File: src/design/acg_pkg.sv
`default_nettype none
package acg_pkg;

	// Fixed-point format of vectors, lengths and gradients.
	localparam int FRAC_BITS = 22;
	localparam int WORD_WIDTH_DEF = 32;

	// Limb width of the partial products and depth of one multiplier.
	localparam int LIMB_W = 24;
	localparam int MUL_LAT = 4;

	// Depth of one divider lane.
	function automatic int div_lat(input int w);
		return w + 4;
	endfunction

	// Depth of the valid shift line that carries an accepted word to its result strobe.
	function automatic int pipe_depth(input int w);
		return 3 * (MUL_LAT + 1) + div_lat(w) + 2;
	endfunction

endpackage
`default_nettype wire

File: src/design/acg_mul.sv
`default_nettype none
module acg_mul #(
	parameter int AW = 32,
	parameter int BW = 32
) (
	input  wire logic                clk,
	input  wire logic signed [AW-1:0] a,
	input  wire logic signed [BW-1:0] b,
	output logic signed [AW+BW-1:0]   p
);

	localparam int L  = acg_pkg::LIMB_W;
	localparam int NA = (AW + L - 1) / L;
	localparam int NB = (BW + L - 1) / L;
	localparam int PW = AW + BW;

	logic [AW-1:0]     ua;
	logic [BW-1:0]     ub;
	logic [NA*L-1:0]   ma_s1;
	logic [NB*L-1:0]   mb_s1;
	logic              neg_s1;
	logic [2*L-1:0]    pp_s2 [NA][NB];
	logic              neg_s2;
	logic [PW-1:0]     sum_c;
	logic [PW-1:0]     sum_s3;
	logic              neg_s3;

	// Take magnitudes; the most negative value maps to its unsigned magnitude.
	always_comb begin
		ua = a[AW-1] ? AW'(-a) : AW'(a);
		ub = b[BW-1] ? BW'(-b) : BW'(b);
	end

	// Sum the shifted partial products.
	always_comb begin
		sum_c = '0;
		for (int i = 0; i < NA; i++) begin
			for (int j = 0; j < NB; j++) begin
				sum_c = sum_c + (PW'(pp_s2[i][j]) << (L * (i + j)));
			end
		end
	end

	always_ff @(posedge clk) begin
		ma_s1  <= (NA*L)'(ua);
		mb_s1  <= (NB*L)'(ub);
		neg_s1 <= a[AW-1] ^ b[BW-1];
		for (int i = 0; i < NA; i++) begin
			for (int j = 0; j < NB; j++) begin
				pp_s2[i][j] <= ma_s1[i*L +: L] * mb_s1[j*L +: L];
			end
		end
		neg_s2 <= neg_s1;
		sum_s3 <= sum_c;
		neg_s3 <= neg_s2;
		p      <= neg_s3 ? PW'(-sum_s3) : PW'(sum_s3);
	end

endmodule
`default_nettype wire

File: config.mk
export PLATFORM = sky130hd
export DESIGN_NAME = acg_mul
export DESIGN_NICKNAME = d
export VERILOG_FILES = /design/src/design/acg_pkg.sv /design/src/design/acg_mul.sv
export SDC_FILE = /design/constraint.sdc
export NUM_CORES = 2
export LEC_CHECK = 0
export BUFFER_PORTS_ARGS = -buffer_cell sky130_fd_sc_hd__buf_4
export CAP_MARGIN = 20
export CORE_MARGIN = 5
export CORE_UTILIZATION = 49
export DETAILED_ROUTE_END_ITERATION = 12
export PLACE_DENSITY = 0.65
export SLEW_MARGIN = 10
export SYNTH_ARGS = -nofsm -noshare
export SYNTH_HDL_FRONTEND = slang
export SYNTH_SLANG_ARGS = --single-unit
File: constraint.sdc
create_clock -name clk -period 8.1 [get_ports clk]
set_input_delay 0.81 -clock clk [delete_from_list [all_inputs] [get_ports clk]]
set_output_delay 0.81 -clock clk [all_outputs]
set_load 0.02 [all_outputs]
==> impl_metrics.ini <==
[run_status]
status = completed

[clock_tree]
post_cts_resized = 0
cts_setup_buffers = 0
insertion_delay_ns = 0.57
htree_levels = 2
cts-root-buf = clkbuf_16
cts_tree = yes
cts_sinks = 323
cts_buffers = 38
cts-hold-fix-buffers = 0
cts.path.max_buffers = 3
path_clk_slew_ns = 0.06

[floorplan]
start_util_pct = 49.6
core_sq_um = 88600
die_x_microns = 309
ios = 129
rows = 109
die_h_microns = 309
dieArea_sq_um = 95800

[yosys]
syn_nets = 5978
yosys_warnings = 0
muxShareOfSynthArea_pct = 0.0228
synth_top_family_by_area = adder cells
synth_common_cells = inv_1 (852), fa_1 (815), nand2_1 (655), and2_1 (505), ha_1 (349)
synthAdderAreaFrac_pct = 47.1
syn-cell-area_sq_um = 43900
synth-xor-area-share_pct = 5.18
seq_area_frac_synth_pct = 14.7
async_flop_share_pct = 0
yosys-top-cells-area = fa_1 (37%), dfxtp_1 (15%), ha_1 (9.9%), inv_1 (7.3%), and2_1 (7.2%)
yosys.area.top_type = fa_1
synth_compound_area_share_pct = 7.47
synth.avg_cell_area_sq_um = 9.25
synthCells = 4749
yosysUniqueCellTypes = 71
synth_top_area_share_pct = 37.1
yosysMostFrequentCell = inv_1
ys_ff_latch = 323
synth_edf_count = 0
synth_ff_type = dfxtp_1
yosys.area_share.simple_pct = 16.3

[sta]
setup_viol = 0
rsz0062_at_grt = false
max_freq_ghz = 0.130
setup_ws_ns = 0.429
finClkSkew_ns = 0.0257
hold_viol = 0
relSlewSlack_pct = 26.6
report.final.slew_viol_count = 0
finalSetupTns_ns = 0
worst_pin_slew_ns = 1.10
fin_crit_ns = 7.67
layout_worst_path_cycle_share_pct = 94.7

[placed_design]
io_buffer_count = 128
dp.cells = 5906
gp_congestion = 0.886
dp_worst_setup_slack_ns = 0.403
place_hpwl_microns = 92400

[final_layout]
area_growth_syn_to_layout_pct = 8.00
nFillCells = 8156
finalNonFillerCells = 5974
antennaDiodeCount = 0
multiInputGateArea_sq_um = 33400
drive_above_1_share_pct = 6.80
finalNetCount = 6011
regArea_sq_um = 6470

[worst_setup_path]
cp.arrival_ns = 8.17
r2r-end = pp_s2[0][78]
critical_path_class = flip-flop to flip-flop
worstPathRequired_ns = 8.60
crit_fanout = 22
setup.worst_path.start_class = flip-flop
rr_startpoint = mb_s1[5]
crit_start = mb_s1[5]
critPathCapture = pp_s2[0][78]
r2r_slack_ns = 0.43
critical_path.endpoint_type = flip-flop
reg2reg_depth = 23

[grt]
grt_pass1_wl_microns = 182000
grt_start_max_net_pins = 65
grt_usage_pct = 23.9
grt_pass1_vias = 33800
antenna_found_initial = 12
grt-ovfl-total = 0

[worst_hold_path]
hp-class = flip-flop to flip-flop

[drt]
remaining_drc_errors = 0
post_drt_via_cell_ratio = 5.28
dr_total_vias = 31500
ant_nets = 0
routedWlPerCell_microns = 18.7
drt_wl_total_microns = 112000
firstDrtPassIters = 5
drt_iter0_drc = 1956

[run]
max-cap-violations = 0
[final cells by class]
| cell class | count | area share, % |
|---|---|---|
| well taps | 1165 | 3.07 |
| clock buffers | 46 | 2.17 |
| repair buffers | 218 | 3.47 |
| clock inverters | 21 | 0.506 |
| flip-flops and latches | 323 | 13.6 |
| multi-input cells | 3349 | 70.4 |
| inverters | 852 | 6.74 |
[critical path, cell delays in order, from the launching register on]
cell       delay (ns)
dfxtp_1          0.93
nand2_1          0.16
fa_1             0.54
inv_1            0.06
fa_1             0.49
inv_1            0.06
fa_1             0.53
inv_1            0.05
fa_1             0.42
fa_1             0.47
fa_1             0.55
inv_1            0.05
fa_1             0.47
inv_1            0.04
ha_1             0.35
a21oi_1          0.32
o21ai_0          0.18
a221oi_1         0.43
o21ai_0          0.13
a21oi_1          0.41
o2111ai_1        0.34
a31o_2           0.34
a21oi_1          0.16
xnor2_1          0.13
[kinds of logic (layout without fill, tap and decap cells)]
group | count (synthesis) | in the layout
AOI/OAI and AO/OA | 495 | 495
xor gates and xnor gates | 260 | 260
adders and majority gates | 1164 | 1164
buffers and inverters | 1077 | 1137
DFF | 323 | 323
muxes | 1 | 1
and+or+nand+nor | 1429 | 1429
[stage by stage]
stage                     hold WS [ns]  util (%)  cell area, sq um
after detailed placement         0.312      52.1             46200
final                            0.322      53.5             47500
after global routing             0.321      53.5             47500
after floorplan                  0.310         -             43900
after CTS                        0.323      53.5             47400
after global placement           0.310      52.1             46200
[flip-flops by register name, summed over array words and instances, names as in the netlist]
| signal | cells |
|---|---|
| ma_s1 | 32 |
| sum_s3 | 64 |
| neg_s2 | 1 |
| pp_s2 | 128 |
| neg_s3 | 1 |
| mb_s1 | 32 |
| p | 64 |
| neg_s1 | 1 |
[how the worst min path moves through the flow]
| stage | slack, ns | from | cells past startpoint | end |
|---|---|---|---|---|
| 2_1_floorplan | 0.31 | neg_s1 | 0 | neg_s2 |
| 3_3_place_gp | 0.31 | pp_s2[0][53] | 0 | sum_s3[21] |
| 3_5_place_dp | 0.31 | neg_s2 | 0 | neg_s3 |
| 4_1_cts | 0.32 | pp_s2[0][46] | 0 | sum_s3[14] |
| 5_1_grt | 0.32 | pp_s2[0][46] | 0 | sum_s3[14] |
| 6_report | 0.32 | pp_s2[0][41] | 0 | sum_s3[9] |
[layer usage]
layer	part of all wire, %	track usage, %	routed length, microns
met5	0.071	0	79
met4	3.0	6.35	3320
met3	8.7	6.16	9680
met2	45	38.3	50000
met1	44	32.7	48600
[cell usage in the layout, fill, tap and decap left out, types with 20 or more instances in the layout]
cell       Yosys  final
and3_1        22     22
ha_1         349    349
a21o_1        68     68
fa_1         815    815
nand2_1      655    655
o31ai_1       44     44
clkbuf_16      0     39
dfxtp_1      323    319
a31oi_1       24     24
and2_1       505    505
xor2_1        53     53
inv_1        852    852
a21oi_1      123    123
nor2_1        67     67
buf_4          0    217
xnor2_1      207    207
o21ai_0      105    105
or3_1         20     20
nand3_1       28     28
Power is left out: the tool's default activity adds up to more than one toggle a clock period on the data nets, which glitch-free logic cannot reach.
